<file path="src/rtl/core/lph_queue.sv">
module lph_queue #(
    parameter int WIDTH = 8,
    parameter int DEPTH = 2
) (
    input  logic             aclk,
    input  logic             aresetn,
    input  logic             in_valid,
    output logic             in_ready,
    input  logic [WIDTH-1:0] in_data,
    output logic             out_valid,
    input  logic             out_ready,
    output logic [WIDTH-1:0] out_data
);

    localparam int PTR_W = $clog2(DEPTH);
    localparam int CNT_W = $clog2(DEPTH + 1);

    logic [WIDTH-1:0] ent_reg [DEPTH];
    logic [PTR_W-1:0] wr_ptr_reg, wr_ptr_next;
    logic [PTR_W-1:0] rd_ptr_reg, rd_ptr_next;
    logic [CNT_W-1:0] cnt_reg, cnt_next;
    logic             push, pop;

    assign in_ready  = cnt_reg != CNT_W'(DEPTH);
    assign out_valid = cnt_reg != '0;
    assign out_data  = ent_reg[rd_ptr_reg];
    assign push      = in_valid && in_ready;
    assign pop       = out_valid && out_ready;

    always_comb begin
        wr_ptr_next = wr_ptr_reg;
        rd_ptr_next = rd_ptr_reg;
        cnt_next    = cnt_reg;
        if (push) begin
            wr_ptr_next = (wr_ptr_reg == PTR_W'(DEPTH - 1)) ? '0 : wr_ptr_reg + 1'b1;
        end
        if (pop) begin
            rd_ptr_next = (rd_ptr_reg == PTR_W'(DEPTH - 1)) ? '0 : rd_ptr_reg + 1'b1;
        end
        if (push && !pop) begin
            cnt_next = cnt_reg + 1'b1;
        end else if (pop && !push) begin
            cnt_next = cnt_reg - 1'b1;
        end
    end

    always_ff @(posedge aclk) begin
        if (!aresetn) begin
            wr_ptr_reg <= '0;
            rd_ptr_reg <= '0;
            cnt_reg    <= '0;
        end else begin
            wr_ptr_reg <= wr_ptr_next;
            rd_ptr_reg <= rd_ptr_next;
            cnt_reg    <= cnt_next;
        end
        if (push) begin
            ent_reg[wr_ptr_reg] <= in_data;
        end
    end

endmodule

</file>
<file path="config.mk">
export PLATFORM = sky130hd
export DESIGN_NAME = lph_queue
export DESIGN_NICKNAME = d
export VERILOG_FILES = /design/src/rtl/core/lph_queue.sv
export SDC_FILE = /design/constraint.sdc
export NUM_CORES = 1
export LEC_CHECK = 0
export BUFFER_PORTS_ARGS = -buffer_cell sky130_fd_sc_hd__buf_4
export CORE_ASPECT_RATIO = 1.25
export CORE_UTILIZATION = 47
export CTS_BUF_LIST = sky130_fd_sc_hd__clkbuf_2 sky130_fd_sc_hd__clkbuf_4 sky130_fd_sc_hd__clkbuf_8
export DETAILED_ROUTE_END_ITERATION = 10
export GPL_ROUTABILITY_DRIVEN = 0
export PLACE_DENSITY = 0.74
export SYNTH_ARGS = -nofsm -noshare
export SYNTH_HDL_FRONTEND = slang
export SYNTH_SLANG_ARGS = --single-unit
</file>
<file path="constraint.sdc">
create_clock -name aclk -period 1.7 [get_ports aclk]
set_clock_uncertainty 0.2 [all_clocks]
set_input_delay 0.255 -clock aclk [delete_from_list [all_inputs] [get_ports aclk]]
set_output_delay 0.255 -clock aclk [all_outputs]
set_load 0.01 [all_outputs]
</file>
# [Word level (Yosys, flattened, before mapping)]
# Memory sizes are Yosys's and may differ from the RTL's. A register that Yosys moved wholly into a read port is not among the register bits.
# Cells that the tools add are included.
[word_totals] register_bits=4 mem_bits_rw=16 in_bits=12 output_inout_bits=10 word_cells=25 mem_count=1
[op_classes] n_addsub=4 eq_ne=1 muxes=8 n_reduce_logical=8
[mem_list] memory="ent_reg" depth=2 width=8 read_ports=1 rd_clocked_by_memory_dff=1 write_ports=1 line="18" rtl="logic [WIDTH-1:0] ent_reg [DEPTH];"
[ops] cell="$mux 1" n=6
[ops] cell="$logic_and 1x1->1" n=4
[ops] cell="$mux 2" n=2
[ops] cell="$reduce_bool 2->1" n=2
[ops] cell="$add 1x1->1 const B" n=2
[ops] cell="$add 2x1->2 const B" n=1
[ops] cell="$logic_not 1->1" n=2
[ops] cell="$ne 2x2->1 const B" n=1
[ops] cell="$sub 2x1->2 const B" n=1

# [Logic depth before layout (Yosys ltp)]
[logic_depth] ltp_word=6 depth_mapped=6 ltp_nobuf=6

# [Worst setup path before layout]
# OpenSTA, ideal clock, no wires.
[synth_path] path_kind="reg-to-reg" start="reg cnt_reg[0]" end="reg cnt_reg[1]" setup_ps=70 arrival_time_ps=1429 required_time_ps=1430 slack_ps=1 path_stages_with_launch=6 n_path_buf=0 period_less_slack_ps=1699 path_cell_list="dfxtp_1 > nand2b_4 > and2_1 > ha_1 > or3_1 > a21oi_1"
[synth_between] elab_chain_cells=5 word_cells_on_any_way=13
[synth_rtl] item="start, declared" line="21" rtl="logic [CNT_W-1:0] cnt_reg, cnt_next;"
[synth_rtl] item="start signal, assigned" line="55" rtl="cnt_reg <= cnt_next;"
[synth_rtl] item="$ne 2x2->1 (*)" line="24" rtl="assign in_ready = cnt_reg != CNT_W'(DEPTH);"
[synth_rtl] item="via in_ready" line="8" rtl="output logic in_ready,"
[synth_rtl] item="$logic_and 1x1->1 (*)" line="27" rtl="assign push = in_valid && in_ready;"
[synth_rtl] item="$logic_not 1->1" line="42" rtl="end else if (pop && !push) begin"
[synth_rtl] item="$logic_and 1x1->1" line="42"
[synth_rtl] item="$reduce_bool 2->1 (no source line)"
# The timed path passes the listed nets; every way through them passes the cells marked *. The select of a mux whose other input is x is not followed.
# A chain may end at the register's enable or synchronous reset.

# [Worst setup path in the final report]
[layout_path] start="reg cnt_reg[0]" end="reg cnt_reg[1]"
[layout_between] elab_chain_cells=5 word_cells_on_any_way=13
[layout_rtl] item="parallel branches: the longest is 5 deep, another holds $sub 2x1->2"
# Several ways; the timed one is not identified. The select of a mux whose other input is x is not followed.

==> impl_metrics.csv <==
group,metric,value,unit
yosys,synth.yosys.seq_area_share,0.717,
placement,detailedPlace.worstSlack,0.0354,ns
cts,clk_latency,0.30,ns
run_status,status,"completed",
timing,timing.hold.ws,0.0275,ns
yosys,synthesis.yosys.warnings,0,
cts,path_clk_slew,0.11,ns
die,initial_core_util,0.512,
die,top_level_ports,22,
hold_path,hold-path-cell-count,3,
route,remaining_drc_errors,0,
route,totalWireLength,1.44,mm
cts,tritoncts_clock_tree,"done",
timing,period_needed,1.69,ns
pwr,worst_ir_drop_vdd,0.853,mV
worst_setup_path,worstReg2RegStart,"cnt_reg[0]",
finish,num-fill-cells,108,
cts,cts-buffers-inserted,3,
yosys,post_synthesis_register_bit_count,21,
timing,grt_setup_unrepaired,"yes",
finish,layout.cells.most_common,"buf_4",
cts,cts-htree-levels,1,
die,dieArea,0.00189,mm2
worst_setup_path,r2r_cells,6,
worst_setup_path,worst_setup_path_end_kind,"flop",
route,antenna_violating_nets_post_route,0,
route,dr.pass1.iters,4,
route,dr.first_iter.drc_count,3,
finish,ff_latch_area,587,um2
yosys,syn_avg_cell_area,16.2,um2
worst_setup_path,worst_setup_path_start_kind,"flop",
die,die_h,48.4,um
finish,layout-drive-gt1-share,0.540,
finish,post-route-util,0.772,
global_route,overflow,0,
cts,post-cts-setup-buffers,0,
die,fp.dieW,39.1,um
global_route,grt_max_degree,12,
timing,setup_violating_endpoint_count_in_the_final_report,0,
die,core,0.00158,mm2
finish,final_net_count,101,
timing,slew_headroom,0.782,
global_route,global_router_s_overall_resource_usage,0.172,
global_route,grt_pass1_vias,495,
timing,worst_max_slew_pin_slew,0.327,ns
worst_setup_path,ff_to_ff_setup_slack,0.01,ns
pwr,post-layout-total-power,1.65,mW
timing,worst_slack,0.0146,ns
cts,clock_sinks,21,
worst_setup_path,rr_endpoint,"cnt_reg[1]",
global_route,antenna_found_initial,0,
hold_path,hold_class,"input pin to flop",
timing,min_period_over_period,0.991,
hold_path,hold_start,"aresetn",
pwr,power_density,1350,mW/mm2
route,post_drt_via_cell_ratio,4.84,
global_route,grt_first_pass_wirelength,2.16,mm
flow_run,drv.max_cap_violation_count,0,
finish,insertedDiodeCount,0,
timing,finalHoldViolCount,0,
yosys,netlist-cell-type-count,17,
worst_setup_path,critPathMaxFanout,4,
route,dr_total_vias,508,
yosys,cells_after_synthesis,50,
worst_setup_path,worstPathArrival,1.72,ns
finish,largest_register_ff_count,16,
timing,finalMaxSlewViolations,0,
yosys,post_synth_instance_area,810,um2
worst_setup_path,crit_type,"flop to flop",
finish,flow.area_growth_from_synthesis,50.9,%
placement,buffer_ports.inserted,21,
hold_path,hold_end,"rd_ptr_reg",
cts,cts_buffer_depth,2,
finish,mostFrequentLayoutCells,"buf_4, edfxtp_1, mux2_4, dlygate4sd3_1, buf_6",
timing,clock.fmax,0.593,GHz
yosys,syn-num-nets,63,
cts,root_buf_cell,"clkbuf_4",
worst_setup_path,critical_path_required_time,1.73,ns
pwr,p_leak,0.510,nW
route,routed_len_inst,13.7,um
finish,multiInputGateArea,269,um2
timing,final.setup.tns,0,ns
placement,dp_hpwl,932,um
die,rows,16,
## worst max-delay path, stage by stage (launching register included)
cell and delay, ns:
dfxtp_2 0.35, nand2b_4 0.13, and2_4 0.14, ha_4 0.15
xor2_2 0.17, or3_1 0.36, a21oi_1 0.12
## cells by family after synthesis
group	synth area share
compound gates	0.0371
xor+xnor	0.0325
fa+ha+maj	0.0155
buf+inv	0.0155
flops	0.717
mux	0.111
simple gates	0.0711
## repair_timing
action	in CTS	in global routing
resized for setup	2	23
endpoints found under the hold margin	16	0
hold buffers	8	0
pin swaps	0	4
gates cloned	0	0
endpoints found under the setup margin	8	9
## final cells by class
cell class,count,area share
tap,18,0.0184
inverter,2,0.00615
multi-input combinational,26,0.220
timing repair buffer,34,0.250
clock buffer,4,0.0246
sequential,21,0.481
## worst max path at each step
stage | from | endpoint
2_1_floorplan | cnt_reg[0] | cnt_reg[1]
3_3_place_gp | cnt_reg[1] | cnt_reg[1]
3_5_place_dp | cnt_reg[1] | cnt_reg[1]
4_1_cts | cnt_reg[1] | cnt_reg[1]
5_1_grt | cnt_reg[0] | cnt_reg[1]
6_report | cnt_reg[0] | cnt_reg[1]
## cells in the mapped netlist
cell type / n / area share
a21bo_2: 1 / 0.012
a21oi_1: 2 / 0.012
and2_1: 1 / 0.0077
and3_1: 1 / 0.0077
buf_2: 1 / 0.0062
dfxtp_1: 5 / 0.12
edfxtp_1: 16 / 0.59
ha_1: 1 / 0.015
inv_1: 2 / 0.0093
mux2_2: 8 / 0.11
nand2b_4: 1 / 0.017
nand3b_1: 1 / 0.0093
nor2_1: 3 / 0.014
o21ai_0: 2 / 0.012
or2_2: 1 / 0.0077
or3_1: 1 / 0.0077
xor2_1: 3 / 0.032
## metrics by stage
step                cell area [um2]  instances
CTS                            1140        105
global route                   1220        105
floorplan                       810         50
global placement               1020         93
detailed placement             1020         93
finish                         1220        105
## layer usage
metal | vias to the layer above | wire [um] | global-route usage
met2 | 14 | 804 | 0.283
met1 | 234 | 580 | 0.197
met5 | - | 0 | 0
met4 | 0 | 8 | 0.103
li1 | 258 | - | -
met3 | 2 | 43 | 0.0275
## where the power goes
group / switching, mW / total (mW) / internal [mW] / leakage [nW]
combinational: 0.245 / 0.664 / 0.419 / 0.299
clock: 0.141 / 0.248 / 0.107 / 0.0184
sequential: 0.0771 / 0.739 / 0.661 / 0.192
total: 0.463 / 1.65 / 1.19 / 0.510
Power figures use the tool's default switching activity.
