**src/rtl/core/lph_pkg.sv**
```systemverilog
package lph_pkg;

    localparam int OP_W              = 2;
    localparam int IN_W              = 32;
    localparam int SLOT_W            = 10;
    localparam int COUNT_W           = 11;
    localparam int S_TDATA_W         = 96;
    localparam int M_TDATA_W         = 56;
    localparam int M_TUSER_W         = 3;

    localparam int TABLE_DEPTH_DEF   = 1024;
    localparam int KEY_BITS_DEF      = 32;
    localparam int VALUE_BITS_DEF    = 32;
    localparam int QUEUE_DEPTH       = 2;

    localparam logic [COUNT_W-1:0] LOAD_LIMIT_RESET = 11'd512;

    localparam logic [OP_W-1:0] OP_LOOKUP = 2'd0;
    localparam logic [OP_W-1:0] OP_INSERT = 2'd1;
    localparam logic [OP_W-1:0] OP_SET    = 2'd2;

    typedef enum logic [M_TUSER_W-1:0] {
        ST_HIT     = 3'd0,
        ST_MISS    = 3'd1,
        ST_NEW     = 3'd2,
        ST_PRESENT = 3'd3,
        ST_FULL    = 3'd4,
        ST_ZERO    = 3'd5
    } status_t;

endpackage

```
**src/rtl/core/lph_front.sv**
```systemverilog
module lph_front #(
    parameter int TABLE_DEPTH = lph_pkg::TABLE_DEPTH_DEF,
    parameter int KEY_BITS    = lph_pkg::KEY_BITS_DEF,
    parameter int VALUE_BITS  = lph_pkg::VALUE_BITS_DEF
) (
    input  logic                         aclk,
    input  logic                         aresetn,
    input  logic                         hold,
    input  logic                         s_valid,
    output logic                         s_ready,
    input  logic [lph_pkg::OP_W-1:0]     s_op,
    input  logic [lph_pkg::IN_W-1:0]     s_key,
    input  logic [lph_pkg::IN_W-1:0]     s_hash,
    input  logic [lph_pkg::IN_W-1:0]     s_value,
    output logic                         q_valid,
    input  logic                         q_ready,
    output logic [lph_pkg::OP_W + KEY_BITS + VALUE_BITS + lph_pkg::IN_W
                  + $clog2(TABLE_DEPTH):0] q_data
);

    localparam int IDX     = $clog2(TABLE_DEPTH);
    localparam int RECIP_W = lph_pkg::IN_W + 1;
    localparam int SCALE   = lph_pkg::IN_W + IDX;
    localparam int PROD_W  = SCALE + IDX;
    // 2^SCALE / TABLE_DEPTH rounded up gives the exact quotient for every hash
    localparam logic [RECIP_W-1:0] RECIP =
        RECIP_W'(((64'd1 << SCALE) + 64'(TABLE_DEPTH) - 64'd1) / 64'(TABLE_DEPTH));
    localparam logic [IDX-1:0] DEPTH_LOW = IDX'(TABLE_DEPTH);

    typedef struct packed {
        logic [lph_pkg::OP_W-1:0] op;
        logic [KEY_BITS-1:0]      key;
        logic [VALUE_BITS-1:0]    value;
        logic [lph_pkg::IN_W-1:0] hash;
        logic [IDX-1:0]           start;
        logic                     zero;
    } entry_t;

    typedef enum logic [1:0] {F_IDLE, F_MUL, F_REM, F_PUSH} state_t;

    state_t              state_reg, state_next;
    entry_t              entry_reg, entry_next;
    logic [IDX-1:0]      quot_reg, quot_next;
    logic [PROD_W-1:0]   prod;

    assign q_data  = entry_reg;
    assign q_valid = state_reg == F_PUSH;
    assign s_ready = !hold && ((state_reg == F_IDLE) || (state_reg == F_PUSH && q_ready));

    // hash times reciprocal, only the low quotient bits are kept
    assign prod = PROD_W'(entry_reg.hash) * PROD_W'(RECIP);

    always_comb begin
        state_next = state_reg;
        entry_next = entry_reg;
        quot_next  = quot_reg;

        unique case (state_reg)
            F_IDLE: begin
            end
            F_MUL: begin
                quot_next  = prod[SCALE +: IDX];
                state_next = F_REM;
            end
            F_REM: begin
                // remainder fits in the slot index, so low bits suffice
                entry_next.start = entry_reg.hash[IDX-1:0] - quot_reg * DEPTH_LOW;
                state_next       = F_PUSH;
            end
            F_PUSH: begin
                if (q_ready) begin
                    state_next = F_IDLE;
                end
            end
            default: state_next = F_IDLE;
        endcase

        if (s_valid && s_ready) begin
            entry_next.op    = s_op;
            entry_next.key   = KEY_BITS'(s_key);
            entry_next.value = VALUE_BITS'(s_value);
            entry_next.hash  = s_hash;
            entry_next.start = '0;
            entry_next.zero  = s_hash == '0;
            state_next       = F_MUL;
        end
    end

    always_ff @(posedge aclk) begin
        if (!aresetn) begin
            state_reg <= F_IDLE;
        end else begin
            state_reg <= state_next;
        end
        entry_reg <= entry_next;
        quot_reg  <= quot_next;
    end

endmodule

```
**config.mk**
```make
export PLATFORM = sky130hd
export DESIGN_NAME = lph_front
export DESIGN_NICKNAME = d
export VERILOG_FILES = /design/src/rtl/core/lph_pkg.sv /design/src/rtl/core/lph_front.sv
export SDC_FILE = /design/constraint.sdc
export NUM_CORES = 1
export LEC_CHECK = 0
export ABC_CLOCK_PERIOD_IN_PS = 2800
export BUFFER_PORTS_ARGS = -buffer_cell sky130_fd_sc_hd__buf_2
export CAP_MARGIN = 20
export CORE_MARGIN = 8
export CORE_UTILIZATION = 35
export DETAILED_ROUTE_END_ITERATION = 12
export GPL_ROUTABILITY_DRIVEN = 0
export HOLD_SLACK_MARGIN = 0.1
export PLACE_DENSITY = 0.67
export SLEW_MARGIN = 30
export SYNTH_ARGS = -nofsm -noshare
export SYNTH_HDL_FRONTEND = slang
export SYNTH_SLANG_ARGS = --single-unit
```
**constraint.sdc**
```tcl
create_clock -name aclk -period 2.8 [get_ports aclk]
set_input_delay 0 -clock aclk [delete_from_list [all_inputs] [get_ports aclk]]
set_output_delay 0 -clock aclk [all_outputs]
set_load 0.01 [all_outputs]
```
After elaboration in Yosys (flattened, before gate mapping) --
Index checks and enable logic that the tools add are counted.
Storage, ports and cells: register bits after elaboration 111, latch bits 0, memory bits (writable) 0, ROM bits 0, input port bits 103, output and inout bits 111, logic and storage cells 29, memories kept 0
Cells by class: $add $sub $neg 0, multipliers 0, divide/modulo/power cells 0, order comparisons 0, equal/unequal tests 5, shift-type cells 0, multiplexer cells 3, bitwise logic cells 1, reductions and logical operators 12
Operator list (count):
- 32-bit logical NOT | 1
- 2-bit one-hot mux with 3 select lines | 1
- 2-bit == test, second input constant | 2
- 2-bit AND reduction | 2
- 4-bit nonzero test | 1
- 1-bit logical AND | 3
- 3-bit by 1-bit != test with 1-bit output, second input constant | 1
- 3-bit nonzero test | 1
- 2-bit by 1-bit == test with 1-bit output, second input constant | 1
- 2-bit logical NOT | 1
- 2-bit two-way mux | 1
- 2-bit by 1-bit != test with 1-bit output, second input constant | 1
- 2-bit OR reduction | 1
- 1-bit logical NOT | 1
- 1-bit logical OR | 1
- 1-bit two-way mux | 1
- 1-bit inverter | 1

Depth between registers and ports, before layout --
depth after elaboration 7, gate-level depth with buffers 4, mapped depth without buffers 3

Least setup slack after synthesis --
OpenSTA, ideal clock, no wires.
path type register to register, start reg state_reg[0], end reg entry_reg, in the netlist q_data[0], enable pin, library setup time 0.380 ns, arrival 1.317 ns, data required time 2.420 ns, slack 1.104 ns, stages on the path, launching flop included 4, buffers on the path 1, clock period less this slack 1.696 ns, path through dfxtp_1 or2_4 a21boi_2 buf_6
Between the ends: word-level cells in the longest chain between the ends 5, elaborated cells between the ends (all ways) 6, those cells by class 1 x eq/ne; 5 x reduce/logical
Ends and longest elaborated chain:
- start: declaration | line lph_front.sv:41 | state_t state_reg, state_next;
- start signal: assignment | line lph_front.sv:93 | state_reg <= state_next;
- 2-bit == test | line lph_front.sv:48 | assign s_ready = !hold && ((state_reg == F_IDLE) || (state_reg == F_PUSH && q_ready));
- 1-bit logical AND | line lph_front.sv:48
- 1-bit logical OR (*) | line lph_front.sv:48
- 1-bit logical AND (*) | line lph_front.sv:48
- 1-bit logical AND (*) | line lph_front.sv:78 | if (s_valid && s_ready) begin
- end signal: assignment | line lph_front.sv:95 | entry_reg <= entry_next;
- end: declaration | line lph_front.sv:42 | entry_t entry_reg, entry_next;
Mark *: on every way between the ends. The rest lies on a longest branch, timed or not. A chain may end at the register's enable or synchronous reset.

Worst setup path after layout --
start reg state_reg[1], end reg state_reg[0]
Between the ends: word-level cells in the longest chain between the ends 7, elaborated cells between the ends (all ways) 13, those cells by class 4 x eq/ne; 2 x mux; 7 x reduce/logical
Ends and longest elaborated chain (line):
- 2-bit == test | lph_front.sv:48, lph_front.sv:58
- 1-bit logical AND | lph_front.sv:48
- 1-bit logical OR | lph_front.sv:48
- 1-bit logical AND | lph_front.sv:48
- 1-bit logical AND | lph_front.sv:78
- 3-bit by 1-bit != test with 1-bit output (no line) / 4-bit nonzero test (equally long branches)
- 2-bit AND reduction (no line)
Several ways; a longest one is shown, not always the timed one.

==> summary.txt <==
Final #Nets -> 595
Top-count cell post-synth -> edfxtp_1
Period utilization -> 66.6%
Reg2Reg Setup Slack -> 940 ps
Met2 WL -> 5760 um
Htree depth -> 3
Worst-Margin Slew -> 602 ps
Sequential area share after synthesis -> 91.5%
Drt initial violations -> 123
Post-synth cell types -> 20
CTS Buf Count -> 9
Clk_lat worst skew -> 350 ps
Syn Nets -> 271
Lkg Pwr -> 2.50 nW
Final min period -> 1860 ps
Critical Path RT -> 3110 ps
Final setup violation count -> 0
Max cap viols -> 0
Initial Util -> 35.9%
Syn Inst Count -> 168
Synth-to-layout area growth -> 70.8%
Status -> complete, no violations
GRT Util Overall -> 15.7%
Antenna Nets Post-Route -> 0
Core area -> 9770 um^2
Top sig layer -> met4
Pin count of the biggest net entering global routing -> 110
Max-slew violations -> 0
Element type at the critical path start -> flip-flop
Fmax -> 536 MHz
Post-synth top area share -> 84.7%
Yosys warns -> 0
Post-Route WL -> 11000 um
IO Count -> 214
Final Hold Violating Endpoints -> 0
Residual DRC -> 0
Crit path to -> state_reg[0]$_SDFFE_PN0P_
Post-synthesis area per instance -> 20.9 um^2
Via count -> 2754
DIE AREA -> 13500 um^2
Chip Height -> 116 um
Clock buffer depth -> 2
Yosys reg bits -> 111
Post-route setup TNS -> 0 ps
Global-route wire length before repair -> 16100 um
Reg2Reg Launch Point -> state_reg[1]$_SDFFE_PP0P_
WS Path Type -> flip-flop to flip-flop
Post-route setup slack -> 935 ps
Crit. End Element -> flip-flop
Most common flop cell mapped by yosys -> edfxtp_1
Asr flop ratio synth -> 0%
DRT Pass-1 Iters -> 4
Critical R2R Capture -> state_reg[0]$_SDFFE_PN0P_
N_diodes -> 0
Share of layout cells above drive strength 1 -> 46.9%
Worst hold slack -> 272 ps
VDD IR max -> 0.255 mV
Total grt overflow -> 0
Worst reg2reg path depth -> 4
Top cells by area, synth -> edfxtp_1 (85%), dfxtp_1 (6.8%), nand2_1 (2.1%)
Clock sink count -> 111
RSZ-0062 raised after global routing -> no
Vias in the first global route -> 3046
Rows -> 36
Die width -> 116 um
Min-Delay Path Class -> input port to primary output
Clk_skew -> 5.76 ps
Post-synth EDFFs -> 99
Max FFs per register -> 109
Mapped Area -> 3510 um^2
DP Wirelength -> 7170 um
Routed length on met1 -> 3920 um
Arrival time worst endpoint -> 2170 ps
CTS clk-pin slew, worst paths -> 100 ps
Routed WL per cell -> 17.4 um
Power density cells -> 576 nW/um^2
CTS resizes -> 0
Critical path startpoint -> state_reg[1]$_SDFFE_PP0P_
Initial antenna violation count -> 0
Cell taking the most area after synthesis -> edfxtp_1
Port Buffers -> 213
CTS tree -> built
Worst slack at placement -> 1150 ps
Worst rel slew slack -> 59.9%
Metal3 WL -> 1180 um
Vias/cell -> 4.37
CP max FO -> 7
Synth top cells by count -> edfxtp_1 (99), nand2_1 (20), dfxtp_1 (12)
Clk root buf -> clkbuf_8
[how the worst min path moves through the flow]
stage | startpoint | to | cells past startpoint
after floorplan | hold | s_ready | 1
after global placement | s_value[21] | q_data[64]$_DFFE_PP_ | 1
after detailed placement | s_op[1] | q_data[108]$_DFFE_PP_ | 1
after CTS | hold | s_ready | 3
after global routing | hold | s_ready | 3
final | hold | s_ready | 3
[layout make-up]
type,count,area (um^2)
fillers,724,3780
flip-flops and latches,111,3210
repair buffers,316,2110
multi-input cells,53,280
well taps,133,166
clock buffers,9,124
clock inverters,7,103
inverters,1,3.75
[cells in the final DEF (no fill, tap or decap)]
master	Yosys	routed
and2b_1	1	1
and3_1	1	1
inv_1	1	1
a21oi_2	1	1
inv_6	0	2
or2_4	1	1
clkinv_4	0	1
edfxtp_1	99	99
a21oi_1	11	11
nand2_1	20	20
nor2b_1	1	1
clkbuf_8	0	9
o21ai_0	2	2
clkinv_2	0	1
a21boi_4	0	1
nand4_1	2	2
inv_8	0	1
dlygate4sd3_1	0	102
buf_12	0	1
nand3_1	1	1
nor4_1	8	8
bufinv_16	0	2
nand2b_1	1	1
nor2_1	1	1
buf_2	2	213
and2_1	1	1
dfxtp_1	12	12
[logic make-up after synthesis]
| group | share of synthesized area, % |
|---|---|
| DFF | 91.5 |
| and+or+nand+nor | 5.35 |
| AOI/OAI and AO/OA | 2.42 |
| buffers and inverters | 0.713 |
[critical path, cell delays in order (launching register included)]
cell	delay, ps
dfxtp_1	460
o21ai_0	110
dlygate4sd3_1	570
a21oi_1	120
dlygate4sd3_1	550
[metal layers]
layer | up-vias | track usage (%)
met2 | 142 | 29.3
met1 | 1305 | 15.9
met5 | - | 0
li1 | 1295 | -
met3 | 12 | 5.69
met4 | 0 | 5.01
[timing repair]
action / 4_1_cts / 5_1_grt
buffers inserted: 0 / 0
hold endpoints to repair: 101 / 0
hold buffers: 102 / 0
[power breakdown]
group          internal, mW  switching, mW  leakage [nW]
Clock                 0.517          0.550         0.116
Sequential             1.92         0.0341          1.02
Combinational         0.228          0.209          1.37
Total                  2.66          0.793          2.50
[metrics by stage]
stage / instances / total power, mW / util [%] / area, um^2
global route: 630 / 3.59 / 61.4 / 6000
detailed placement: 512 / 2.31 / 48.6 / 4750
floorplan: 168 / 2.11 / - / 3510
CTS: 630 / 3.48 / 61.4 / 6000
finish: 630 / 3.45 / 61.4 / 6000
global placement: 512 / 2.30 / 48.6 / 4750
No activity file was read; power rests on OpenSTA's default activity.
